[config.mk]
export PLATFORM = sky130hd
export DESIGN_NAME = jrd_front
export DESIGN_NICKNAME = d
export VERILOG_FILES = /design/src/rtl/core/jrd_pkg.sv /design/src/rtl/core/jrd_front.sv
export SDC_FILE = /design/constraint.sdc
export NUM_CORES = 2
export LEC_CHECK = 0
export ABC_AREA = 1
export BUFFER_PORTS_ARGS = -buffer_cell sky130_fd_sc_hd__buf_4
export CORE_ASPECT_RATIO = 1.25
export CORE_UTILIZATION = 26
export CTS_CLUSTER_SIZE = 10
export DETAILED_ROUTE_END_ITERATION = 8
export PLACE_DENSITY = 0.42
export RECOVER_POWER = 25
export SLEW_MARGIN = 20
export SYNTH_ARGS = -nofsm -noshare
export SYNTH_HDL_FRONTEND = slang
export SYNTH_SLANG_ARGS = --single-unit
[constraint.sdc]
create_clock -name clk -period 5.78 [get_ports clk]
set_clock_uncertainty 0.2 [all_clocks]
set_input_delay 1.156 -clock clk [delete_from_list [all_inputs] [get_ports clk]]
set_output_delay 1.156 -clock clk [all_outputs]
set_load 0.03 [all_outputs]
[src/rtl/core/jrd_pkg.sv]
package jrd_pkg;

	// field and datapath widths
	localparam int IN_W     = 16;
	localparam int DZ_W     = 15;
	localparam int R8_W     = 24;
	localparam int SQ_STEPS = R8_W;
	localparam int SC_W     = 23;
	localparam int NUM_W    = 39;
	localparam int DEN_W    = 24;
	localparam int QUO_W    = 25;

	// constants of the mapping
	localparam logic [DZ_W-1:0] FULL_SCALE = 15'd32767;
	localparam logic [DZ_W-1:0] DZ_MAX     = 15'd32766;
	localparam logic [DZ_W-1:0] DZ_RESET   = 15'd9830;

	// register word select (paddr bit 2)
	localparam logic REG_DEADZONE = 1'b0;

	// per-sample data that rides along the arithmetic units
	typedef struct packed {
		logic            sign_x;
		logic            sign_y;
		logic [IN_W-1:0] mag_x;
		logic [IN_W-1:0] mag_y;
		logic [DZ_W-1:0] dz;
		logic            in_dz;
		logic [R8_W-1:0] r8;
	} side_t;

endpackage

[src/rtl/core/jrd_front.sv]
module jrd_front (
	input  logic                      clk,
	input  logic                      arst_n,
	input  logic                      adv,
	input  logic                      in_valid,
	input  logic [jrd_pkg::IN_W-1:0]  stick_x,
	input  logic [jrd_pkg::IN_W-1:0]  stick_y,
	input  logic [jrd_pkg::DZ_W-1:0]  dz,
	output logic                      valid_o,
	output logic [31:0]               sum_o,
	output jrd_pkg::side_t            side_o
);
	import jrd_pkg::*;

	logic            valid_s1, valid_s2, valid_s3;
	side_t           side_s1, side_s2, side_s3;
	logic [30:0]     sq_x_s2, sq_y_s2;
	logic [29:0]     dzsq_s2;
	logic [31:0]     sum_s3;
	logic [31:0]     sum_c;
	side_t           side_c;
	side_t           side_dz_c;

	// sign and magnitude of the raw sample
	always_comb begin
		side_c        = '0;
		side_c.sign_x = stick_x[IN_W-1];
		side_c.sign_y = stick_y[IN_W-1];
		side_c.mag_x  = stick_x[IN_W-1] ? IN_W'(~stick_x + 1'b1) : stick_x;
		side_c.mag_y  = stick_y[IN_W-1] ? IN_W'(~stick_y + 1'b1) : stick_y;
		side_c.dz     = dz;
	end

	// valid bits
	always_ff @(posedge clk or negedge arst_n) begin
		if (!arst_n) begin
			valid_s1 <= 1'b0;
			valid_s2 <= 1'b0;
			valid_s3 <= 1'b0;
		end else if (adv) begin
			valid_s1 <= in_valid;
			valid_s2 <= valid_s1;
			valid_s3 <= valid_s2;
		end
	end

	assign sum_c = 32'(sq_x_s2) + 32'(sq_y_s2);

	// dead zone flag joins the side data
	always_comb begin
		side_dz_c       = side_s2;
		side_dz_c.in_dz = (sum_c <= 32'(dzsq_s2));
	end

	// stage 1 input, stage 2 squares, stage 3 sum and dead zone test
	always_ff @(posedge clk) begin
		if (adv) begin
			side_s1        <= side_c;
			sq_x_s2        <= 31'(side_s1.mag_x * side_s1.mag_x);
			sq_y_s2        <= 31'(side_s1.mag_y * side_s1.mag_y);
			dzsq_s2        <= 30'(side_s1.dz * side_s1.dz);
			side_s2        <= side_s1;
			sum_s3         <= sum_c;
			side_s3        <= side_dz_c;
		end
	end

	assign valid_o = valid_s3;
	assign sum_o   = sum_s3;
	assign side_o  = side_s3;
endmodule

Word-level counts from Yosys, hierarchy flattened
Cells that the tools add are included.
W data, S select, Z words.
{ "word_totals": {"input_bits": 51, "ff_bits": 275, "out_inout_bits": 107} }
{ "classes": {"bitwise_logic": 2, "muxes": 2, "mul": 3, "add_sub_neg": 3, "order_cmp": 1} }
{ "op_table": {"columns": ["operator", "n"], "rows": [
  ["$mul A16 B16 Y31", 2],
  ["$add A16 B1 Y16 const B", 2],
  ["$add A31 B31 Y32", 1],
  ["$le A32 B30 Y1", 1],
  ["$not A16 Y16", 2],
  ["$mul A15 B15 Y30", 1],
  ["$mux W15", 2]
]} }

Depth between registers and ports, before layout
{ "logic_depth": {"depth_word": 3, "ltp_mapped": 27} }

Worst setup path after synthesis
Ideal clock, no wire load.
{ "synth_timing": {"path_kind": "reg2reg", "start": "reg side_s1[37] (netlist name)", "end": "reg dzsq_s2[24], data pin", "path_stages_with_launch": 20, "setup_time_ns": 0.259, "path_slack_ns": 0.044, "t_arrival_ns": 5.277, "path_cell_list": "edfxtp_1 > clkbuf_1 > clkbuf_1 > nand2_1 > fa_1 > fa_1 > inv_1 > fa_1 > fa_1 > fa_1 > inv_1 > fa_1 > inv_1 > ha_1 > nand2_1 > o21ai_0 > a21oi_1 > nand3_1 > a21oi_1 > xnor2_1"} }
{ "synth_via": {"elab_chain_cells": 1} }
{ "synth_rtl": {"columns": ["item", "line_no", "text"], "rows": [
  ["start, declared", "jrd_front.sv:16", "side_t side_s1, side_s2, side_s3;"],
  ["start signal, assigned", "jrd_front.sv:58", "side_s1 <= side_c;"],
  ["$mul A15 B15 Y30", "jrd_front.sv:61", "dzsq_s2 <= 30'(side_s1.dz * side_s1.dz);"],
  ["end signal, assigned", "jrd_front.sv:61", null],
  ["end, declared", "jrd_front.sv:18", "logic [29:0] dzsq_s2;"]
]} }
No other way between the ends.
A chain may end at the register's enable or synchronous reset.

Worst setup path in the final report
{ "layout_timing": {"start": "reg side_s1[33] (netlist name)", "end": "reg dzsq_s2[25], data pin"} }
Same word-level chain as after synthesis.

==> qor.yml <==
yosys:
  post_synth.cell_area_avg_um2: 9.30
  netlist.area_leader.share: 0.282
  yosysWarnings: 0
  ys_types: 52
  synth_top_cell_by_area: "fa_1"
  synth-edff-count: 266
  ys_top_cells_by_area: "fa_1 28%, edfxtp_1 24%, ha_1 14%, inv_1 11%, nand2_1 7.5%"
  synth_ff_type: "edfxtp_1"
  netlist_instances: 3514
  synth_seq_cells: 269
  syn_area_um2: 32700
  ys_seq_area_frac: 0.247
  postSynth.asyncResetShare: 0.0112
routing:
  wl_per_cell_um: 14.8
  viasPerCell: 4.14
  drtPass1Iterations: 6
  antenna_violating_nets_post_route: 0
  drc: 2
  drtIter0Drc: 863
  via_count: 23200
  finalWirelength_um: 82700
critical_path:
  path_cells: "buf_6 -> buf_4 -> nand2_2 -> inv_1 -> fa_1 -> inv_1 -> fa_1 -> inv_1 -> fa_1 -> ha_4 -> fa_1 -> inv_1 -> fa_1 -> inv_1 -> ha_4 -> nand2_2 -> nor2_4 -> inv_1 -> nor3_1 -> nand3_1 -> nand3_2 -> a21oi_1 -> xnor2_1"
  crit_family: "adder cells"
  crit_top_cell: "inv_1"
  crit_path_top_delay_cell: "fa_1"
  crit_fanout: 5
  crit_arrival_ns: 5.74
  required_ns: 5.90
  r2r_start: "side_s1[33]"
  path_class: "reg -> reg"
  endpoint_kind: "flip-flop"
  path_buf_inv: 8
  reg2reg_slack_ns: 0.16
  startpoint_type: "flip-flop"
  critPathMaxStageDelay_ns: 0.57
  r2r.worst_path.cells: 23
  r2r-end: "dzsq_s2[25]"
clock_network:
  clkTransAtPathRegs_ns: 0.06
  clock_path_buffers: 3
  cts_htree_levels: 2
  cts_sinks: 269
  clock-root-buffer: "clkbuf_16"
  clkLatencyLatePin_ns: 0.58
  cts_hold_buf: 0
  cts_buffers: 38
  cts_tree: "done"
sta:
  setup_viol: 0
  report.final.slew_viol_count: 0
  fin_crit_ns: 5.62
  layout_setup_ws_ns: 0.162
  fin_crit_sh: 0.972
  fmax_ghz: 0.178
  hold_viol: 0
  worst_pin_slew_ns: 0.918
  rsz0062_at_grt: "yes"
  maxSlewHeadroom: 0.388
hold_path:
  hold_class: "in -> async"
die:
  die_y_um: 398
  initial_core_util: 0.262
  core_area_um2: 125000
  dieArea_um2: 127000
  core.rowCount: 145
  io_pins: 158
  die_x_um: 319
global_routing:
  grt_remaining_overflow: 0
  antenna_found_initial: 0
  grt_pass1_vias: 24800
  grt_max_degree: 115
  grtUsageTotal: 0.132
  grt_pass1_wl_um: 132000
placed_design:
  hpwl_um: 70100
  gp_congestion: 0.857
  post-place-ws_ns: -0.168
  port_buffers: 133
job:
  drv_cap: 0
run_status:
  violations: "design-rule violations"
  outcome: "finished with violations"
cells_and_area:
  mostFrequentLayoutCells: "896 x inv_1, 584 x nand2_1, 444 x fa_1, 411 x buf_4, 313 x ha_1"
  final_common_cell: "inv_1"
  layout-drive-gt1-share: 0.213
  regArea_um2: 8060
  nets: 4822
  diodes: 0
  area.growth.synth_to_final_pct: 24.7
  multiInputGateArea_um2: 22000
  nFillCells: 13000
[cells in the mapped netlist (4+ instances only)]
cell      number
edfxtp_1     266
o21ai_1       11
inv_2          5
a21oi_2        5
nand3_1       67
o21ai_2        5
nand2_1      654
clkbuf_1      75
a31oi_1        8
nand4_1       24
xnor2_1       42
nor3_2         8
o21ai_0       57
nor4_1         6
ha_1         353
o211ai_1       5
fa_1         461
o21a_1         4
nand2_2       10
xor2_1       117
o21bai_1      13
inv_1        939
buf_4         24
nand3_2        4
nor3_1        19
nor2_2         5
nor2_1       135
a21o_1        14
a21oi_1      134
or2_2          9
[cell families (layout without fill, tap and decap cells)]
| group | count (synthesis) | in the layout | synth area share |
|---|---|---|---|
| XOR/XNOR | 159 | 159 | 0.0426 |
| flip-flops | 269 | 269 | 0.247 |
| buffers and inverters | 1043 | 1484 | 0.123 |
| AO/OA/AOI/OAI | 277 | 277 | 0.0499 |
| adder cells (fa/ha/maj) | 814 | 814 | 0.418 |
| other | 1 | 24 | 0.000115 |
| multiplexers | 1 | 1 | 0.000345 |
| AND/OR/NAND/NOR | 950 | 950 | 0.120 |
[area by class of cell]
type / count / area share
clock buffer: 44 / 0.0249
clock inverter: 17 / 0.00587
inverter: 944 / 0.0870
multi-input combinational: 2225 / 0.540
sequential: 269 / 0.198
tap: 1617 / 0.0497
timing repair buffer: 479 / 0.0947
[how the worst max path moves through the flow]
stage,start,to,cells past startpoint
2_1_floorplan,side_s1[37],dzsq_s2[24],19
3_3_place_gp,side_s1[29],dzsq_s2[28],19
3_5_place_dp,side_s1[48],sq_y_s2[20],21
4_1_cts,side_s1[45],sq_y_s2[20],23
5_1_grt,side_s1[29],dzsq_s2[24],21
6_report,side_s1[33],dzsq_s2[25],23
[flip-flops by register name, indices dropped and copies added (netlist names)]
| register | count |
|---|---|
| side_s1 | 49 |
| valid_o | 1 |
| side_dz_c | 49 |
| valid_s1 | 1 |
| side_o | 50 |
| sq_y_s2 | 29 |
| sq_x_s2 | 29 |
| valid_s2 | 1 |
| sum_o | 32 |
| dzsq_s2 | 28 |
[metrics by stage]
step                TNS (ns)   util  cells  instance area (um2)  hold WS (ns)
finish                     0  0.326   5595                40700         0.205
global route          -0.594  0.326   5595                40700         0.199
CTS                  -0.0195  0.313   5534                39100         0.132
detailed placement     -1.45  0.301   5469                37600         0.205
global placement       -1.13  0.301   5469                37600         0.200
floorplan                  0      -   3537                32800         0.200
[routing by layer]
layer  vias to the layer above  wire length, um  global-route usage
li1                      11500                -                   -
met1                     11200            33100               0.150
met2                       268            45200               0.255
met3                        99             1980              0.0143
met4                         0             2460              0.0414
met5                         -                0                   0
[repair_timing]
action	CTS	global route
setup buffers	4	64
pin swaps	9	149
cloned	0	0
resized for setup	42	322
setup endpoints to repair	30	50
Power is not shown: default switching activity piles up to over one toggle a cycle in this logic, so the estimate is an artifact.
