## src/rtl/core/jrd_pkg.sv

```systemverilog
package jrd_pkg;

	// field and datapath widths
	localparam int IN_W     = 16;
	localparam int DZ_W     = 15;
	localparam int R8_W     = 24;
	localparam int SQ_STEPS = R8_W;
	localparam int SC_W     = 23;
	localparam int NUM_W    = 39;
	localparam int DEN_W    = 24;
	localparam int QUO_W    = 25;

	// constants of the mapping
	localparam logic [DZ_W-1:0] FULL_SCALE = 15'd32767;
	localparam logic [DZ_W-1:0] DZ_MAX     = 15'd32766;
	localparam logic [DZ_W-1:0] DZ_RESET   = 15'd9830;

	// register word select (paddr bit 2)
	localparam logic REG_DEADZONE = 1'b0;

	// per-sample data that rides along the arithmetic units
	typedef struct packed {
		logic            sign_x;
		logic            sign_y;
		logic [IN_W-1:0] mag_x;
		logic [IN_W-1:0] mag_y;
		logic [DZ_W-1:0] dz;
		logic            in_dz;
		logic [R8_W-1:0] r8;
	} side_t;

endpackage

```

## src/rtl/core/jrd_isqrt.sv

```systemverilog
module jrd_isqrt (
	input  logic                      clk,
	input  logic                      arst_n,
	input  logic                      adv,
	input  logic                      valid_i,
	input  logic [31:0]               sum_i,
	input  jrd_pkg::side_t            side_i,
	output logic                      valid_o,
	output logic [jrd_pkg::R8_W-1:0]  root_o,
	output jrd_pkg::side_t            side_o
);
	import jrd_pkg::*;

	localparam int V_W   = 2 * SQ_STEPS;
	localparam int REM_W = R8_W + 1;

	logic              vld  [0:SQ_STEPS];
	logic [V_W-1:0]    rad  [0:SQ_STEPS];
	logic [REM_W-1:0]  rem  [0:SQ_STEPS];
	logic [R8_W-1:0]   root [0:SQ_STEPS];
	side_t             side [0:SQ_STEPS];

	// radicand is the sum in Q16 so the root comes out in Q8
	assign vld[0]  = valid_i;
	assign rad[0]  = V_W'({sum_i, 16'h0000});
	assign rem[0]  = '0;
	assign root[0] = '0;
	assign side[0] = side_i;

	// one result bit per stage
	for (genvar k = 0; k < SQ_STEPS; k++) begin : g_step
		logic [REM_W+1:0] part;
		logic [REM_W+1:0] trial;
		logic             ge;

		assign part  = {rem[k], rad[k][V_W-1 -: 2]};
		assign trial = (REM_W+2)'({root[k], 2'b01});
		assign ge    = (part >= trial);

		always_ff @(posedge clk or negedge arst_n) begin
			if (!arst_n) begin
				vld[k+1] <= 1'b0;
			end else if (adv) begin
				vld[k+1] <= vld[k];
			end
		end

		always_ff @(posedge clk) begin
			if (adv) begin
				rad[k+1]  <= {rad[k][V_W-3:0], 2'b00};
				rem[k+1]  <= ge ? REM_W'(part - trial) : REM_W'(part);
				root[k+1] <= {root[k][R8_W-2:0], ge};
				side[k+1] <= side[k];
			end
		end
	end

	assign valid_o = vld[SQ_STEPS];
	assign root_o  = root[SQ_STEPS];
	assign side_o  = side[SQ_STEPS];
endmodule

```

## config.mk

```make
export PLATFORM = sky130hd
export DESIGN_NAME = jrd_isqrt
export DESIGN_NICKNAME = d
export VERILOG_FILES = /design/src/rtl/core/jrd_pkg.sv /design/src/rtl/core/jrd_isqrt.sv
export SDC_FILE = /design/constraint.sdc
export NUM_CORES = 2
export LEC_CHECK = 0
export BUFFER_PORTS_ARGS = -buffer_cell sky130_fd_sc_hd__buf_2
export CORE_MARGIN = 5
export CORE_UTILIZATION = 35
export CTS_CLUSTER_SIZE = 10
export DETAILED_ROUTE_END_ITERATION = 8
export GPL_ROUTABILITY_DRIVEN = 0
export HOLD_SLACK_MARGIN = 0.05
export MAX_ROUTING_LAYER = met4
export SLEW_MARGIN = 20
export SYNTH_ARGS = -nofsm -noshare
export SYNTH_HDL_FRONTEND = slang
export SYNTH_SLANG_ARGS = --single-unit
```

## constraint.sdc

```tcl
create_clock -name clk -period 9.7 [get_ports clk]
set_input_delay 0.97 -clock clk [delete_from_list [all_inputs] [get_ports clk]]
set_output_delay 0.97 -clock clk [all_outputs]
set_load 0.01 [all_outputs]
```

# [Yosys cells after proc, flatten, opt, wreduce, memory -nomap -nowiden]
# Cells that the tools add are included.
[totals] reg_bits=2893 latch_bits=0 mem_bits_rw=0 rom_bits=0 out_inout_bits=99 n_memories=0
[classes] add_sub_neg=23 mul=0 div=0 magnitude_cmp=24 eq_ne=0 shifts=0 muxes=23 n_bitwise=0 reduce_logical=0
[op_table] operator="25-bit two-way mux" count=22
[op_table] operator="27-bit by 10-bit >= comparator with 1-bit output" count=1
[op_table] operator="27-bit by 11-bit >= comparator with 1-bit output" count=1
[op_table] operator="27-bit by 12-bit >= comparator with 1-bit output" count=1
[op_table] operator="27-bit by 13-bit >= comparator with 1-bit output" count=1
[op_table] operator="27-bit by 14-bit >= comparator with 1-bit output" count=1
[op_table] operator="27-bit by 15-bit >= comparator with 1-bit output" count=1
[op_table] operator="27-bit by 16-bit >= comparator with 1-bit output" count=1
[op_table] operator="27-bit by 17-bit >= comparator with 1-bit output" count=1
[op_table] operator="27-bit by 18-bit >= comparator with 1-bit output" count=1
[op_table] operator="27-bit by 19-bit >= comparator with 1-bit output" count=1
[op_table] operator="27-bit by 20-bit >= comparator with 1-bit output" count=1
[op_table] operator="27-bit by 21-bit >= comparator with 1-bit output" count=1
[op_table] operator="27-bit by 22-bit >= comparator with 1-bit output" count=1
[op_table] operator="27-bit by 23-bit >= comparator with 1-bit output" count=1
[op_table] operator="27-bit by 24-bit >= comparator with 1-bit output" count=1
[op_table] operator="27-bit by 25-bit >= comparator with 1-bit output" count=1
[op_table] operator="27-bit by 3-bit >= comparator with 1-bit output" count=1
[op_table] operator="27-bit by 4-bit >= comparator with 1-bit output" count=1
[op_table] operator="27-bit by 5-bit >= comparator with 1-bit output" count=1
[op_table] operator="27-bit by 6-bit >= comparator with 1-bit output" count=1
[op_table] operator="27-bit by 7-bit >= comparator with 1-bit output" count=1
[op_table] operator="27-bit by 8-bit >= comparator with 1-bit output" count=1
[op_table] operator="27-bit by 9-bit >= comparator with 1-bit output" count=1
[op_table] operator="other kinds (25)" count=25

# [Longest topological paths before layout]
[logic_depth] ltp_word=2 mapped_depth=13

# [Worst setup path before layout]
# Ideal clock, no wire load.
[synth_timing] path_type="reg2reg" start="register rem, in the netlist g_step[21].part[2]" end="register rem, in the netlist g_step[22].part[26] (data pin)" arrival_ns=3.130 slack_ns=6.311 stages_incl_launch_ff=11 path_buffers=0 period_less_slack_ns=3.389 cell_sequence="edfxtp_1 > ha_1 > fa_1 > a211o_1 > a2111oi_0 > o31ai_1 > a41oi_1 > o311a_1 > nor2b_1 > nor3_1 > mux2_2"
[synth_via] elab_chain_len=2 word_cells_on_any_way=3 classes_between="1 x add/sub; 1 x order compare; 1 x mux"
[synth_rtl] element="from (decl)" line="jrd_isqrt.sv:19" text="logic [REM_W-1:0] rem [0:SQ_STEPS];"
[synth_rtl] element="from (signal, indexed assignment)" line="jrd_isqrt.sv:51" text="rem[k+1] <= ge ? REM_W'(part - trial) : REM_W'(part);"
[synth_rtl] element="25-bit by 23-bit subtractor with 25-bit output or 27-bit by 23-bit >= comparator with 1-bit output (tied branches)" line="jrd_isqrt.sv:51, jrd_isqrt.sv:38"
[synth_rtl] element="25-bit two-way mux *" line="jrd_isqrt.sv:51"
# Mark *: on every way between the ends. The rest lies on a longest branch, timed or not.
# A chain may end at the register's enable or synchronous reset.

# [Worst setup path in the final report]
[layout_timing] start="register rem, in the netlist g_step[7].part[12]" end="register rem, in the netlist g_step[8].part[7] (data pin)"
[layout_via] elab_chain_len=2
[layout_rtl] element="27-bit by 9-bit >= comparator with 1-bit output" line="jrd_isqrt.sv:38" text="assign ge = (part >= trial);"
[layout_rtl] element="25-bit two-way mux" line="jrd_isqrt.sv:51"
# No other way between the ends.

==> reports/metrics.cfg <==
[outcome]
status = finished, final reports clean

[timing]
rsz0062_at_grt = false
finalHoldWorstSlack_ns = 0.225
skew_ns = 0.0804
hold_viol = 0
period_share = 0.406
finalSetupViolations = 0
max_clock_freq_mhz = 254
min_period_ns = 3.94
fin_tns_setup_ns = 0
tightestPinTransition_ns = 1.12
finalMaxSlewViolations = 0
slew_headroom = 0.254

[critical_path]
cp_cell_sequence = or4_1 > or4_1 > or3_1 > nor3_1 > o311ai_1 > nand3b_1 > mux2_2
start_kind = flip-flop
worst_ep_arrival_time_ns = 4.52
worst_setup_path_end_kind = flip-flop
crit_top_cell = or4_1
path_max_fanout = 24
cp.required_ns = 10.28
cpMaxStageDelayCell = nand3b_1
slowest_delay_ns = 0.77
critical_path_class = reg2reg

[final_layout]
regArea_um2 = 86200
fillerInstances = 27500
final_cell_mix = edfxtp_1, inv_1, clkbuf_16
drive_gt1_frac = 0.112
multi_input_area_um2 = 20200
final_common_cell = edfxtp_1
syn2layout_area_growth_pct = 14.1
final_nets = 7190

[worst_hold_path]
hold_class = in2reg

[power_and_ir_drop]
max-vdd-ir-drop_mv = 0.138
pwr_density_cell_nw_per_um2 = 237
p_leak_nw = 44.5

[logic_synthesis]
synthFlopType = edfxtp_1
synth_nets = 6745
syn_avg_cell_area_um2 = 17.2
synth.cell_area_um2 = 109000
ys_seq_area_frac = 0.793
synth-seq-cells = 2876
ys_warn_count = 0
ys_types = 86
synthCells = 6318
synth_enable_flop_cells = 2852
async_flop_share = 0.00834

[global_routing]
overflow = 0
track_usage = 0.101
grt_pass1_wl_um = 266000
first_global_vias = 52500
grt_max_degree = 202
antenna_found_initial = 2

[routing]
via_per_inst = 4.59
drc = 0
drtIter0Drc = 3225
dr.pass1.iters = 6
drtAntennaViolNets = 0
vias = 50500
totalWireLength_um = 162000
wl_per_cell_um = 14.7

[clock_network]
cts.repair.resized = 0
clock_latency_ns = 0.90
tritoncts = yes
numCtsBuffers = 339
cts_max_level = 5
cts.clk_slew.worst_paths_ns = 0.05
clockBufferDepth = 4
cts.sinks = 2876
clockRootBuffer = clkbuf_16

[die]
start_util = 0.352
row_count = 204
die_area_um2 = 322000
ioPinCount = 209
die_h_um = 567
die_w_um = 567
core_um2 = 309000

[run]
maxCapViolCount = 0

[placement]
hpwl_um = 101000
numPortBuffers = 208

state kept, by name (all words and copies together), names as in the netlist:
signal / count
side: 1702
g_step.part: 566
g_step.trial: 276
rad: 210
side_o: 74
root_o: 24
vld: 23
valid_o: 1
critical path, delay by kind of cell (launching register included):
family / cells / cell delay, ns
AO/OA/AOI/OAI: 1 / 0.17
multiplexers: 1 / 0.55
AND/OR/NAND/NOR: 5 / 2.52
flip-flops: 1 / 0.44
worst paths after layout:
kind	cells past startpoint	startpoint	slack, ns	end
max	7	g_step[7].part[12]$_DFFE_PP_	5.76	g_step[8].part[7]$_DFFE_PP_
min	1	side_i[24]	0.22	side[1726]$_DFFE_PP_
max reg2reg	7	g_step[7].part[12]$_DFFE_PP_	5.76	g_step[8].part[7]$_DFFE_PP_
min reg2reg	0	rad[999]$_DFFE_PP_	0.35	rad[953]$_DFFE_PP_
max in group asynchronous	2	arst_n	8.76	vld[11]$_DFFE_PN0P_
min in group asynchronous	2	arst_n	0.58	vld[1]$_DFFE_PN0P_
synthesized netlist by cell type (all sizes together) (9+ instances only):
master   count  area share
o21a        58      0.0040
mux2        82      0.0085
a2111oi     12     0.00097
a21boi       9     0.00062
nand4b      14      0.0011
nor2       291       0.010
and4        11     0.00089
nor2b       34      0.0020
a31oi       21      0.0012
o31ai       39      0.0027
or2         27      0.0016
or4         33      0.0023
a21oi      287       0.013
o211ai      17      0.0012
a21o        97      0.0067
nor3b       11     0.00076
a211oi      36      0.0025
xor2       195       0.016
and2        13     0.00075
edfxtp    2852        0.79
nand4       50      0.0029
or3         49      0.0029
nor4        60      0.0036
o21bai      27      0.0019
nor3       126      0.0059
nand2b      42      0.0024
nand3b      12     0.00083
nand3       80      0.0037
nand2      269      0.0093
inv        403       0.014
o21ai      210      0.0097
xnor2      216       0.017
and3        32      0.0018
buf         83      0.0055
dfrtp       24      0.0055
ha         310       0.036
clkbuf      66      0.0023
report_power, final:
| group | internal, W | switching, W | total (W) |
|---|---|---|---|
| Combinational | 0.00124 | 0.00169 | 0.00293 |
| Clock | 0.00638 | 0.00459 | 0.0110 |
| Sequential | 0.0150 | 0.000491 | 0.0155 |
| Total | 0.0227 | 0.00677 | 0.0294 |
final cells by class:
class / instances / share of cell area
clock inverters: 62 / 0.00586
multi-input cells: 2888 / 0.163
well taps: 4120 / 0.0415
diodes: 3 / 0.0000605
flip-flops and latches: 2876 / 0.695
inverters: 405 / 0.0122
clock buffers: 392 / 0.0705
repair buffers: 253 / 0.0125
layer usage:
layer | track usage | vias up | wire (um)
met2 | 0.172 | 1075 | 81800
met5 | - | - | 0
met1 | 0.115 | 24200 | 66100
li1 | - | 24800 | -
met4 | 0.0491 | 0 | 6980
met3 | 0.0206 | 482 | 7370
cells by family after synthesis:
family | synth area share
xor+xnor | 0.0331
fa+ha+maj | 0.0370
other cells | 0.0000345
simple gates | 0.0543
buf+inv | 0.0218
compound gates | 0.0518
mux | 0.00895
flops | 0.793
stage by stage:
step            util  power [W]  instances  setup WS, ns  instance area [um^2]
2_1_floorplan      -     0.0177       6318          6.31                109000
3_3_place_gp   0.371     0.0185      10500          5.69                115000
3_5_place_dp   0.371     0.0187      10500          5.63                115000
4_1_cts        0.401     0.0299      11000          5.59                124000
5_1_grt        0.402     0.0309      11000          5.52                124000
6_report       0.402     0.0294      11000          5.76                124000
timing repair:
action / CTS / global route
buffers inserted: 0 / 0
endpoints found under the hold margin: 24 / 0
hold buffers: 1 / 0
No activity file was read; power rests on OpenSTA's default activity.
